[src/design/gda_pkg.sv]
// shared types, constants and calendar helpers for the date adder
// no dependencies; imported by gda_ctrl, gda_dp and gregorian_date_add_days
package gda_pkg;

  localparam int OFFSET_BITS_DEF = 16;

  localparam int YEAR_W  = 14;
  localparam int MONTH_W = 4;
  localparam int DAY_W   = 5;

  localparam logic [YEAR_W-1:0] YEAR_MIN     = 14'd1;
  localparam logic [YEAR_W-1:0] YEAR_MAX     = 14'd9999;
  localparam logic [YEAR_W-1:0] DEFAULT_YEAR = 14'd1900;
  localparam logic [YEAR_W-1:0] CYCLE_YEARS  = 14'd400;
  localparam logic [YEAR_W-1:0] CYCLE_LAST   = 14'd399;
  localparam logic [YEAR_W-1:0] CENTURY_1    = 14'd100;
  localparam logic [YEAR_W-1:0] CENTURY_2    = 14'd200;
  localparam logic [YEAR_W-1:0] CENTURY_3    = 14'd300;
  // 1900 mod 400
  localparam logic [YEAR_W-1:0] DEFAULT_REM  = 14'd300;

  localparam logic [MONTH_W-1:0] MON_JAN = 4'd1;
  localparam logic [MONTH_W-1:0] MON_FEB = 4'd2;
  localparam logic [MONTH_W-1:0] MON_DEC = 4'd12;

  localparam logic [DAY_W-1:0] DAY_FIRST = 5'd1;
  localparam logic [DAY_W-1:0] DAY_LAST  = 5'd31;

  typedef enum logic [2:0] {
    ST_IDLE,
    ST_REDUCE,
    ST_CHECK,
    ST_FWD,
    ST_BWD,
    ST_DONE
  } gda_state_t;

  typedef struct packed {
    logic load;
    logic reduce;
    logic check;
    logic fwd;
    logic bwd;
  } gda_cmd_t;

  typedef struct packed {
    logic mod_done;
    logic fwd_more;
    logic bwd_more;
  } gda_status_t;

  // leap test from year mod 400
  function automatic logic leap_from_rem(input logic [YEAR_W-1:0] r);
    leap_from_rem = (r[1:0] == 2'b00) && (r != CENTURY_1) && (r != CENTURY_2) &&
                    (r != CENTURY_3);
  endfunction

  function automatic logic [DAY_W-1:0] month_len(input logic [MONTH_W-1:0] m,
                                                  input logic lp);
    case (m) inside
      MON_FEB:                       month_len = lp ? 5'd29 : 5'd28;
      4'd4, 4'd6, 4'd9, 4'd11:       month_len = 5'd30;
      4'd1, 4'd3, 4'd5, 4'd7, 4'd8,
      4'd10, MON_DEC:                month_len = 5'd31;
      default:                       month_len = 5'd0;
    endcase
  endfunction

endpackage

[src/design/gregorian_date_add_days.sv]
// date adder top level: gda_ctrl state machine plus gda_dp datapath
// depends on gda_pkg, gda_ctrl, gda_dp
// the year is first reduced mod 400 by repeated subtraction, then the day offset is
//   added and the month stepping loop walks forward and then backward to the result
// the month stepping loop moves one month per cycle
// one item at a time: busy stays high until the result strobe has gone out
// out_valid is a one-cycle strobe, the receiver cannot stall
// synchronous active-low reset returns the controller to idle, no result pending
module gregorian_date_add_days #(
  parameter int OFFSET_BITS = gda_pkg::OFFSET_BITS_DEF
) (
  input  logic                           clk,
  input  logic                           rst_n,
  input  logic                           start,
  output logic                           busy,
  input  logic [gda_pkg::YEAR_W-1:0]     in_base_year,
  input  logic [gda_pkg::MONTH_W-1:0]    in_base_month,
  input  logic [gda_pkg::DAY_W-1:0]      in_base_day,
  input  logic signed [OFFSET_BITS-1:0]  in_day_offset,
  output logic                           out_valid,
  output logic [gda_pkg::YEAR_W-1:0]     out_result_year,
  output logic [gda_pkg::MONTH_W-1:0]    out_result_month,
  output logic [gda_pkg::DAY_W-1:0]      out_result_day,
  output logic                           out_base_was_invalid,
  output logic                           out_year_overflow
);
  import gda_pkg::*;

  gda_cmd_t    cmd;
  gda_status_t status;

  gda_ctrl u_ctrl (
    .clk    (clk),
    .rst_n  (rst_n),
    .start  (start),
    .status (status),
    .cmd    (cmd),
    .busy   (busy),
    .done   (out_valid)
  );

  gda_dp #(
    .OFFSET_BITS (OFFSET_BITS)
  ) u_dp (
    .clk                  (clk),
    .cmd                  (cmd),
    .status               (status),
    .in_base_year         (in_base_year),
    .in_base_month        (in_base_month),
    .in_base_day          (in_base_day),
    .in_day_offset        (in_day_offset),
    .out_result_year      (out_result_year),
    .out_result_month     (out_result_month),
    .out_result_day       (out_result_day),
    .out_base_was_invalid (out_base_was_invalid),
    .out_year_overflow    (out_year_overflow)
  );

  // strobe lasts one cycle
  a_strobe_single: assert property (@(posedge clk) disable iff (!rst_n)
    out_valid |=> !out_valid)
    else $error("result strobe held longer than one cycle");

  // accepted transfer makes the block busy
  a_accept_busy: assert property (@(posedge clk) disable iff (!rst_n)
    (start && !busy) |=> busy)
    else $error("busy not raised after input transfer");

  // result month always legal
  a_month_legal: assert property (@(posedge clk) disable iff (!rst_n)
    out_valid |-> (out_result_month >= MON_JAN) && (out_result_month <= MON_DEC))
    else $error("result month out of range");

  // overflow saturates to one of the calendar limits
  a_ovf_saturate: assert property (@(posedge clk) disable iff (!rst_n)
    (out_valid && out_year_overflow) |->
      ((out_result_year == YEAR_MAX) && (out_result_month == MON_DEC) &&
       (out_result_day == DAY_LAST)) ||
      ((out_result_year == YEAR_MIN) && (out_result_month == MON_JAN) &&
       (out_result_day == DAY_FIRST)))
    else $error("overflowed result not saturated");

endmodule

[src/design/gda_ctrl.sv]
// sequencing state machine for the date adder
// depends on gda_pkg; drives commands into gda_dp from its status
module gda_ctrl (
  input  logic                 clk,
  input  logic                 rst_n,
  input  logic                 start,
  input  gda_pkg::gda_status_t status,
  output gda_pkg::gda_cmd_t    cmd,
  output logic                 busy,
  output logic                 done
);
  import gda_pkg::*;

  gda_state_t state_r, state_nxt;

  always_ff @(posedge clk) begin
    if (!rst_n) begin
      state_r <= ST_IDLE;
    end else begin
      state_r <= state_nxt;
    end
  end

  always_comb begin
    state_nxt = state_r;
    unique case (state_r)
      ST_IDLE:   if (start) state_nxt = ST_REDUCE;
      ST_REDUCE: if (status.mod_done) state_nxt = ST_CHECK;
      ST_CHECK:  state_nxt = ST_FWD;
      ST_FWD:    if (!status.fwd_more) state_nxt = ST_BWD;
      ST_BWD:    if (!status.bwd_more) state_nxt = ST_DONE;
      ST_DONE:   state_nxt = ST_IDLE;
      default:   state_nxt = ST_IDLE;
    endcase
  end

  always_comb begin
    cmd        = '0;
    busy       = 1'b1;
    done       = 1'b0;
    unique case (state_r)
      ST_IDLE: begin
        busy     = 1'b0;
        cmd.load = start;
      end
      ST_REDUCE: cmd.reduce = 1'b1;
      ST_CHECK:  cmd.check  = 1'b1;
      ST_FWD:    cmd.fwd    = 1'b1;
      ST_BWD:    cmd.bwd    = 1'b1;
      ST_DONE:   done       = 1'b1;
      default:   busy       = 1'b1;
    endcase
  end

endmodule

[src/design/gda_dp.sv]
// date registers, year mod 400 tracking and month stepping for the date adder
// depends on gda_pkg; commanded by gda_ctrl
module gda_dp #(
  parameter int OFFSET_BITS = gda_pkg::OFFSET_BITS_DEF
) (
  input  logic                               clk,
  input  gda_pkg::gda_cmd_t                  cmd,
  output gda_pkg::gda_status_t               status,
  input  logic [gda_pkg::YEAR_W-1:0]         in_base_year,
  input  logic [gda_pkg::MONTH_W-1:0]        in_base_month,
  input  logic [gda_pkg::DAY_W-1:0]          in_base_day,
  input  logic signed [OFFSET_BITS-1:0]      in_day_offset,
  output logic [gda_pkg::YEAR_W-1:0]         out_result_year,
  output logic [gda_pkg::MONTH_W-1:0]        out_result_month,
  output logic [gda_pkg::DAY_W-1:0]          out_result_day,
  output logic                               out_base_was_invalid,
  output logic                               out_year_overflow
);
  import gda_pkg::*;

  localparam int DW = OFFSET_BITS + 7;

  logic [YEAR_W-1:0]        year_r, year_nxt;
  logic [YEAR_W-1:0]        rem_r, rem_nxt;
  logic [MONTH_W-1:0]       month_r, month_nxt;
  logic signed [DW-1:0]     day_r, day_nxt;
  logic signed [OFFSET_BITS-1:0] off_r, off_nxt;
  logic                     invalid_r, invalid_nxt;
  logic                     ovf_r, ovf_nxt;

  logic                     leap_cur;
  logic [DAY_W-1:0]         mlen_cur;
  logic [DAY_W-1:0]         mlen_prev;
  logic signed [DW-1:0]     mlen_cur_x;
  logic signed [DW-1:0]     mlen_prev_x;
  logic signed [DW-1:0]     off_x;
  logic                     base_ok;

  always_ff @(posedge clk) begin
    year_r    <= year_nxt;
    rem_r     <= rem_nxt;
    month_r   <= month_nxt;
    day_r     <= day_nxt;
    off_r     <= off_nxt;
    invalid_r <= invalid_nxt;
    ovf_r     <= ovf_nxt;
  end

  assign leap_cur    = leap_from_rem(rem_r);
  assign mlen_cur    = month_len(month_r, leap_cur);
  assign mlen_prev   = month_len(month_r - MON_JAN, leap_cur);
  assign mlen_cur_x  = $signed({{(DW-DAY_W){1'b0}}, mlen_cur});
  assign mlen_prev_x = $signed({{(DW-DAY_W){1'b0}}, mlen_prev});
  assign off_x       = $signed({{(DW-OFFSET_BITS){off_r[OFFSET_BITS-1]}}, off_r});

  assign base_ok = (year_r >= YEAR_MIN) && (year_r <= YEAR_MAX) &&
                   (month_r >= MON_JAN) && (month_r <= MON_DEC) &&
                   (day_r != '0) && (day_r <= mlen_cur_x);

  assign status.mod_done = (rem_r < CYCLE_YEARS);
  assign status.fwd_more = !ovf_r && (day_r > mlen_cur_x);
  assign status.bwd_more = !ovf_r && (day_r <= $signed({DW{1'b0}}));

  always_comb begin
    year_nxt    = year_r;
    rem_nxt     = rem_r;
    month_nxt   = month_r;
    day_nxt     = day_r;
    off_nxt     = off_r;
    invalid_nxt = invalid_r;
    ovf_nxt     = ovf_r;

    if (cmd.load) begin
      year_nxt    = in_base_year;
      rem_nxt     = in_base_year;
      month_nxt   = in_base_month;
      day_nxt     = $signed({{(DW-DAY_W){1'b0}}, in_base_day});
      off_nxt     = in_day_offset;
      invalid_nxt = 1'b0;
      ovf_nxt     = 1'b0;
    end else if (cmd.reduce) begin
      if (!status.mod_done) rem_nxt = rem_r - CYCLE_YEARS;
    end else if (cmd.check) begin
      if (base_ok) begin
        day_nxt = day_r + off_x;
      end else begin
        invalid_nxt = 1'b1;
        year_nxt    = DEFAULT_YEAR;
        rem_nxt     = DEFAULT_REM;
        month_nxt   = MON_JAN;
        day_nxt     = $signed({{(DW-DAY_W){1'b0}}, DAY_FIRST}) + off_x;
      end
    end else if (cmd.fwd && status.fwd_more) begin
      day_nxt = day_r - mlen_cur_x;
      if (month_r == MON_DEC) begin
        if (year_r == YEAR_MAX) begin
          ovf_nxt   = 1'b1;
          month_nxt = MON_DEC;
          day_nxt   = $signed({{(DW-DAY_W){1'b0}}, DAY_LAST});
        end else begin
          year_nxt  = year_r + 14'd1;
          month_nxt = MON_JAN;
          rem_nxt   = (rem_r == CYCLE_LAST) ? '0 : rem_r + 14'd1;
        end
      end else begin
        month_nxt = month_r + 4'd1;
      end
    end else if (cmd.bwd && status.bwd_more) begin
      if (month_r == MON_JAN) begin
        if (year_r == YEAR_MIN) begin
          ovf_nxt   = 1'b1;
          month_nxt = MON_JAN;
          day_nxt   = $signed({{(DW-DAY_W){1'b0}}, DAY_FIRST});
        end else begin
          year_nxt  = year_r - 14'd1;
          month_nxt = MON_DEC;
          rem_nxt   = (rem_r == '0) ? CYCLE_LAST : rem_r - 14'd1;
          day_nxt   = day_r + $signed({{(DW-DAY_W){1'b0}}, DAY_LAST});
        end
      end else begin
        month_nxt = month_r - 4'd1;
        day_nxt   = day_r + mlen_prev_x;
      end
    end
  end

  assign out_result_year      = year_r;
  assign out_result_month     = month_r;
  assign out_result_day       = day_r[DAY_W-1:0];
  assign out_base_was_invalid = invalid_r;
  assign out_year_overflow    = ovf_r;

endmodule
[config.mk]
export PLATFORM = sky130hd
export DESIGN_NAME = gregorian_date_add_days
export DESIGN_NICKNAME = d
export VERILOG_FILES = /design/src/design/gda_pkg.sv /design/src/design/gregorian_date_add_days.sv /design/src/design/gda_ctrl.sv /design/src/design/gda_dp.sv
export SDC_FILE = /design/constraint.sdc
export NUM_CORES = 1
export LEC_CHECK = 0
export ABC_AREA = 1
export BUFFER_PORTS_ARGS = -buffer_cell sky130_fd_sc_hd__clkbuf_2
export CAP_MARGIN = 20
export CORE_UTILIZATION = 45
export CTS_CLUSTER_DIAMETER = 80
export CTS_CLUSTER_SIZE = 14
export DETAILED_ROUTE_END_ITERATION = 12
export GPL_TIMING_DRIVEN = 0
export PLACE_DENSITY = 0.67
export SYNTH_ARGS = -nofsm -noshare
export SYNTH_HDL_FRONTEND = slang
export SYNTH_SLANG_ARGS = --single-unit
[constraint.sdc]
create_clock -name clk -period 4.9 [get_ports clk]
set_clock_uncertainty 0.15 [all_clocks]
set_input_delay 0.49 -clock clk [delete_from_list [all_inputs] [get_ports clk]]
set_output_delay 0.49 -clock clk [all_outputs]
set_load 0.03 [all_outputs]
# == After elaboration in Yosys (flattened, before gate mapping) ==
# Cells that the tools add are included.
# word_totals
ff_bits,76
output_inout_bits,27
word_cells,188
inputBits,42
# op_classes
n_bitwise,3
eq_ne,51
muxes,68
add_sub_neg,12
order_cmp,8
reduce_logical,37
# op_table
op,n
14-bit two-way mux,23
23-bit two-way mux,8
4-bit == test (second input constant),10
4-bit two-way mux,10
5-bit two-way mux,8
4-bit by 3-bit == test with 1-bit output (second input constant),8
14-bit by 1-bit adder with 14-bit output (second input constant),2
14-bit by 1-bit subtractor with 14-bit output (second input constant),2
23-bit by 16-bit adder with 23-bit output,1
23-bit by 6-bit adder with 23-bit output,1
23-bit by 6-bit adder with 23-bit output (second input constant),1
23-bit by 6-bit > comparator with 1-bit output,1
23-bit by 1-bit less-or-equal comparator with 1-bit output (second input constant),1
23-bit by 6-bit less-or-equal comparator with 1-bit output,1
23-bit nonzero test,1
23-bit by 6-bit subtractor with 23-bit output,1
7-bit AND reduction,3
2-bit by 16-bit adder with 17-bit output (first input constant),1
4-bit by 2-bit == test with 1-bit output (second input constant),4
3-bit one-hot mux with 5 select lines,1
14-bit by 1-bit == test with 1-bit output (second input constant),1
14-bit == test (second input constant),1
14-bit by 9-bit == test with 1-bit output (second input constant),1
14-bit by 1-bit greater-or-equal comparator with 1-bit output (second input constant),1
other kinds (38),87

# == Depth between registers and ports, before layout ==
# depth
word_depth,13
depth_mapped,26
depth_no_buf,26

# == Hierarchy ==
# A second synthesis with hierarchy kept.
# hier_totals
cells_unflattened,1763
area_unflattened_um2,10351.2
# modules_own_cells
module,area_per_inst_um2,n_inst,seq_area_each_um2,cells_per_inst
gda_dp,10099.7,1,1991.9,1724
gda_ctrl,251.5,1,60.1,39

# == Worst setup path before layout ==
# No wires, ideal clock.
# synth_path
path_kind,register to register
from,"reg u_dp.month_r[1], in the netlist u_dp.out_result_month[1]"
to,"reg u_dp.year_r[0], in the netlist u_dp.out_result_year[0] (enable)"
path_stages_with_launch,24
required_time_ps,4360
setup_ps,390
path_buffers,2
path_slack_ps,408
synth_period_minus_slack_ps,4492
arrival_ps,3953
cell_sequence,edfxtp_1 -> inv_1 -> ha_1 -> inv_1 -> nor2_1 -> buf_4 -> nor4_1 -> nand2_1 -> nor2_1 -> ha_1 -> nand2_2 -> inv_2 -> nand2_1 -> nand2_1 -> nor2_2 -> nand3_2 -> nand2_4 -> nor2_2 -> buf_6 -> nand2_1 -> nand2_1 -> inv_1 -> nand2_1 -> a21oi_1
# synth_via
elab_chain_len,10
elab_cells_between_ends,34
cone_classes,4 x order compare; 16 x eq/ne; 3 x mux; 11 x reduce/logical
# synth_lines
item,line_no,source
start: declaration,gda_dp.sv:25,"logic [MONTH_W-1:0] month_r, month_nxt;"
start signal: assignment,gda_dp.sv:42,month_r <= month_nxt;
4-bit == test (tied with other cells),"gda_dp.sv:50, gda_dp.sv:95",
7-bit OR reduction,gda_pkg.sv:60,case (m) inside
5-bit two-way mux (3 in a row),gda_pkg.sv:60,
23-bit by 6-bit > comparator with 1-bit output,gda_dp.sv:61,assign status.fwd_more = !ovf_r && (day_r > mlen_cur_x);
1-bit logical AND,gda_dp.sv:61,
1-bit logical AND,gda_dp.sv:93,end else if (cmd.fwd && status.fwd_more) begin
4-bit by 3-bit != test with 1-bit output (no line) (tied with other cells),-,
7-bit AND reduction (no line) *,-,
end signal: assignment,gda_dp.sv:40,year_r <= year_nxt;
end: declaration,gda_dp.sv:23,"logic [YEAR_W-1:0] year_r, year_nxt;"
# Every way passes the cells marked *; elsewhere a longest branch is shown, timed or not.
# A chain may end at the register's enable or synchronous reset.

# == Worst setup path in the final report ==
# layout_path
from,"reg u_dp.month_r[0], in the netlist u_dp.out_result_month[0]"
to,"reg u_dp.year_r[6], in the netlist u_dp.out_result_year[6] (enable)"
# Same word-level chain as after synthesis.

==> results by group <==
Status
  • Status: finished, violations left
  • Failing checks: design-rule violations

Pwr
  • Clock Power Share: 0.081
  • Register share of total power: 0.170
  • Pint: 3.84 mW
  • PD cells: 810 mW/mm2
  • Comb power frac: 0.749
  • Sw Share: 0.580
  • Net load switching power: 5.31 mW
  • Overall power: 9.15 mW
  • Leak Pwr: 5.67 nW
  • Maximum vdd drop: 382 uV

Floorplan
  • Row count: 54
  • Ports: 69
  • Die width: 152 um
  • Full die area: 0.0232 mm2
  • Total core area: 0.0220 mm2
  • Initial Utilization: 0.463
  • Die Height: 152 um

Critical path
  • Critical Path Fanout Max: 10
  • WP data arrival: 4.54 ns
  • Critical-path cell list: inv_1 > ha_1 > inv_1 > nor3_2 > nor4_2 > nand2_1 > nor2_2 > ha_1 > nand2_2 > inv_2 > nand2_1 > nand2_1 > nor2_2 > nand3_2 > nand2_4 > nor2_2 > buf_2 > nand2_1 > nand3_1 > a21oi_4 > buf_4
  • Most frequent CP cell: nand2_1
  • Worst Path Buf+Inv: 5
  • CP Data Required Time: 4.82 ns
  • Setup crit start kind: register
  • WS Path Type: reg2reg
  • Crit path capture type: register
  • Delay-heaviest family, CP: simple AND/OR/NAND/NOR gates
  • Slowest CP cell: nor3_2
  • CP max stage delay: 0.51 ns

Yosys
  • Ys flop type: edfxtp_1
  • Netlist cell types: 49
  • Syn nets: 1796
  • Synthesis Warnings: 0
  • Post-synth top area share: 0.186
  • Sequential cell area fraction in the yosys report: 0.201
  • Yosys top cell by area: nand2_1
  • Mean Syn Cell Area: 6.00 um2
  • Cell count after synthesis: 1699
  • Number of flops mapped to enable cells by yosys: 53
  • Main area contributors after synthesis: nand2_1 (19%), edfxtp_1 (16%), nand3_1 (9.1%)
  • Post-synth ARST share: 0
  • Area of the mapped netlist: 0.0102 mm2
  • Yosys reg bits: 76

Final layout
  • Area delta synth->final: 10.9%
  • Number of inserted diodes: 0
  • Nets: 1883
  • Share of layout cells above drive strength 1: 0.121

Drt
  • Wire length per cell: 17.4 um
  • Residual DRC count: 1
  • Via density: 5.44
  • Initial DRC count: 987
  • Via count: 11300
  • Antenna Violating Nets Remaining: 0
  • Initial DRT Pass Iterations: 10
  • Final wirelength: 36100 um

GRT
  • First-pass GRT wire length: 56400 um
  • Initial antenna violation count: 1
  • Gr usage total: 0.311
  • Remaining global-route overflow: 0
  • Largest net degree at the start of global routing: 18
  • Vias in the first global route: 10300

Clock network
  • TritonCTS clock tree: built
  • Clock Sinks: 76
  • H-tree levels: 3
  • Post-CTS Hold Buffers: 0
  • Bufs on Longest Clock Path: 2
  • CTS Root Cell: clkbuf_16
  • Clk pin slew, worst setup/hold paths: 0.07 ns
  • Worst skew pair latency: 0.36 ns
  • CTS Buf Count: 9

Placed design
  • Dpl hpwl: 29100 um
  • Placer Congestion: 0.953
  • PortBufs: 68

Timing
  • Slew Limit Headroom: 0.404
  • RSZ-0062 raised after global routing: false
  • Peak Freq: 217 MHz
  • Worst slew pin tran: 0.891 ns
  • Slew Limit Fails: 0
  • Sum Neg Setup Slack: 0 ns
  • Fin crit share: 0.941
  • Hold Worst Slack: 0.160 ns
  • Fin crit period: 4.61 ns
  • Endpoints failing hold: 0
  • Finish-stage setup viols: 0

Flow run
  • Max_cap viols: 0

Hold path
  • Tightest Hold Check Type: in2reg
==> worst paths after layout <==
| check | startpoint | endpoint | slack (ns) | cells after the start |
|---|---|---|---|---|
| setup / recovery | u_dp.out_result_month[0] | u_dp.out_result_year[6] | 0.29 | 21 |
| hold / removal | in_day_offset[5] | u_dp.off_r[5] | 0.16 | 1 |
| setup reg to reg | u_dp.out_result_month[0] | u_dp.out_result_year[6] | 0.29 | 21 |
| hold reg to reg | u_dp.out_base_was_invalid | u_dp.out_base_was_invalid | 0.34 | 2 |
==> kinds of logic (layout without fill, tap and decap cells) <==
logic type                 Yosys count  after routing  synth area share
AOI/OAI and AO/OA                  222            222             0.118
xor gates and xnor gates            67             67            0.0576
adders and majority gates           55             55            0.0698
buffers and inverters              286            378             0.126
DFF                                 76             76             0.201
and+or+nand+nor                    993            993             0.427
==> through the flow <==
stage                     instance area (um2)  std cells  utilization  setup WS (ns)
final                                   11300       2071        0.513          0.287
after CTS                               11200       2066        0.510         0.0207
after floorplan                         10200       1699            -          0.408
after global placement                  10900       2047        0.494         -0.381
after global routing                    11300       2071        0.513         0.0432
after detailed placement                10900       2050        0.495        -0.0814
==> sequential cells by signal, summed over array words and instances (netlist names) <==
name / flops
u_dp.day_r: 23
u_dp.out_year_overflow: 1
u_dp.out_result_year: 14
u_dp.rem_r: 14
u_ctrl.state_r: 3
u_dp.out_result_month: 4
u_dp.out_base_was_invalid: 1
u_dp.off_r: 16
==> final cells by class <==
type	count	area [um2]
timing repair buffer	76	408
clock buffer	9	225
inverter	231	867
sequential	76	2050
multi-input combinational	1337	6880
tap	280	350
clock inverter	7	91.3
buffer	55	420
fill	2352	10700
==> per-layer routing <==
metal	routed length (um)	vias to the layer above	global-route usage
li1	-	5689	-
met1	17400	5094	0.454
met2	15300	425	0.469
met3	2640	54	0.0472
met4	755	4	0.0967
met5	27	-	0
==> layout by cell type, fill, tap and decap left out, types with 5 or more instances in the layout <==
master	netlist	layout
o22ai_1	7	7
buf_6	20	20
nor3_1	34	34
a21oi_1	76	73
nand3_1	186	186
a31oi_1	6	6
or2_2	5	5
buf_4	14	21
nor2_1	178	177
buf_2	9	9
o21ai_0	95	95
xnor2_1	14	14
nand4_1	27	27
edfxtp_1	53	53
o21ai_1	16	16
nand3b_1	5	5
dfxtp_1	23	23
clkbuf_16	0	9
clkbuf_2	0	68
inv_1	208	208
ha_1	52	52
o211ai_1	6	6
nand2_2	12	12
inv_2	20	20
nor3_2	6	6
clkbuf_1	12	12
nor2_4	7	7
nor2_2	13	14
xor2_1	53	53
nand2_1	505	505
==> timing repair <==
item	in CTS	in global routing
hold endpoints to repair	0	0
endpoints found under the setup margin	5	23
buffers inserted	0	5
pin swaps	0	2
gates resized for setup	1	6
gates cloned	0	0
==> synthesized netlist by cell type, types with 2 or more instances <==
master and instances:
buf_6 20, inv_2 20, nor2_2 13, nor3b_1 2
a22oi_1 2, o21ai_2 2, nand2_1 505, o21ai_1 16
dfxtp_1 23, xor2_1 53, nand4_1 27, nand2_2 12
a21oi_1 76, buf_4 14, nor3_1 34, o22ai_1 7
o21ai_0 95, nor4_1 3, fa_1 3, nand3b_1 5
a21o_1 2, nor2_4 7, clkbuf_1 12, nor2_8 2
nor3_2 6, nand3_1 186, buf_2 9, nor2_1 178
nand3_2 3, edfxtp_1 53, clkinv_1 3, ha_1 52
inv_1 208, a31o_2 2, a31oi_1 6, o211ai_1 6
xnor2_1 14, or2_2 5, nand2_4 2, o31ai_1 2
==> power groups by stage <==
stage	clock network [mW]	registers [mW]	logic, mW
final	0.742	1.56	6.85
after global routing	0.775	1.59	7.64
after CTS	0.748	1.54	6.65
after detailed placement	0	1.55	6.61
after global placement	0	1.56	6.54
after floorplan	0	1.56	4.85
Power figures use the tool's default switching activity.
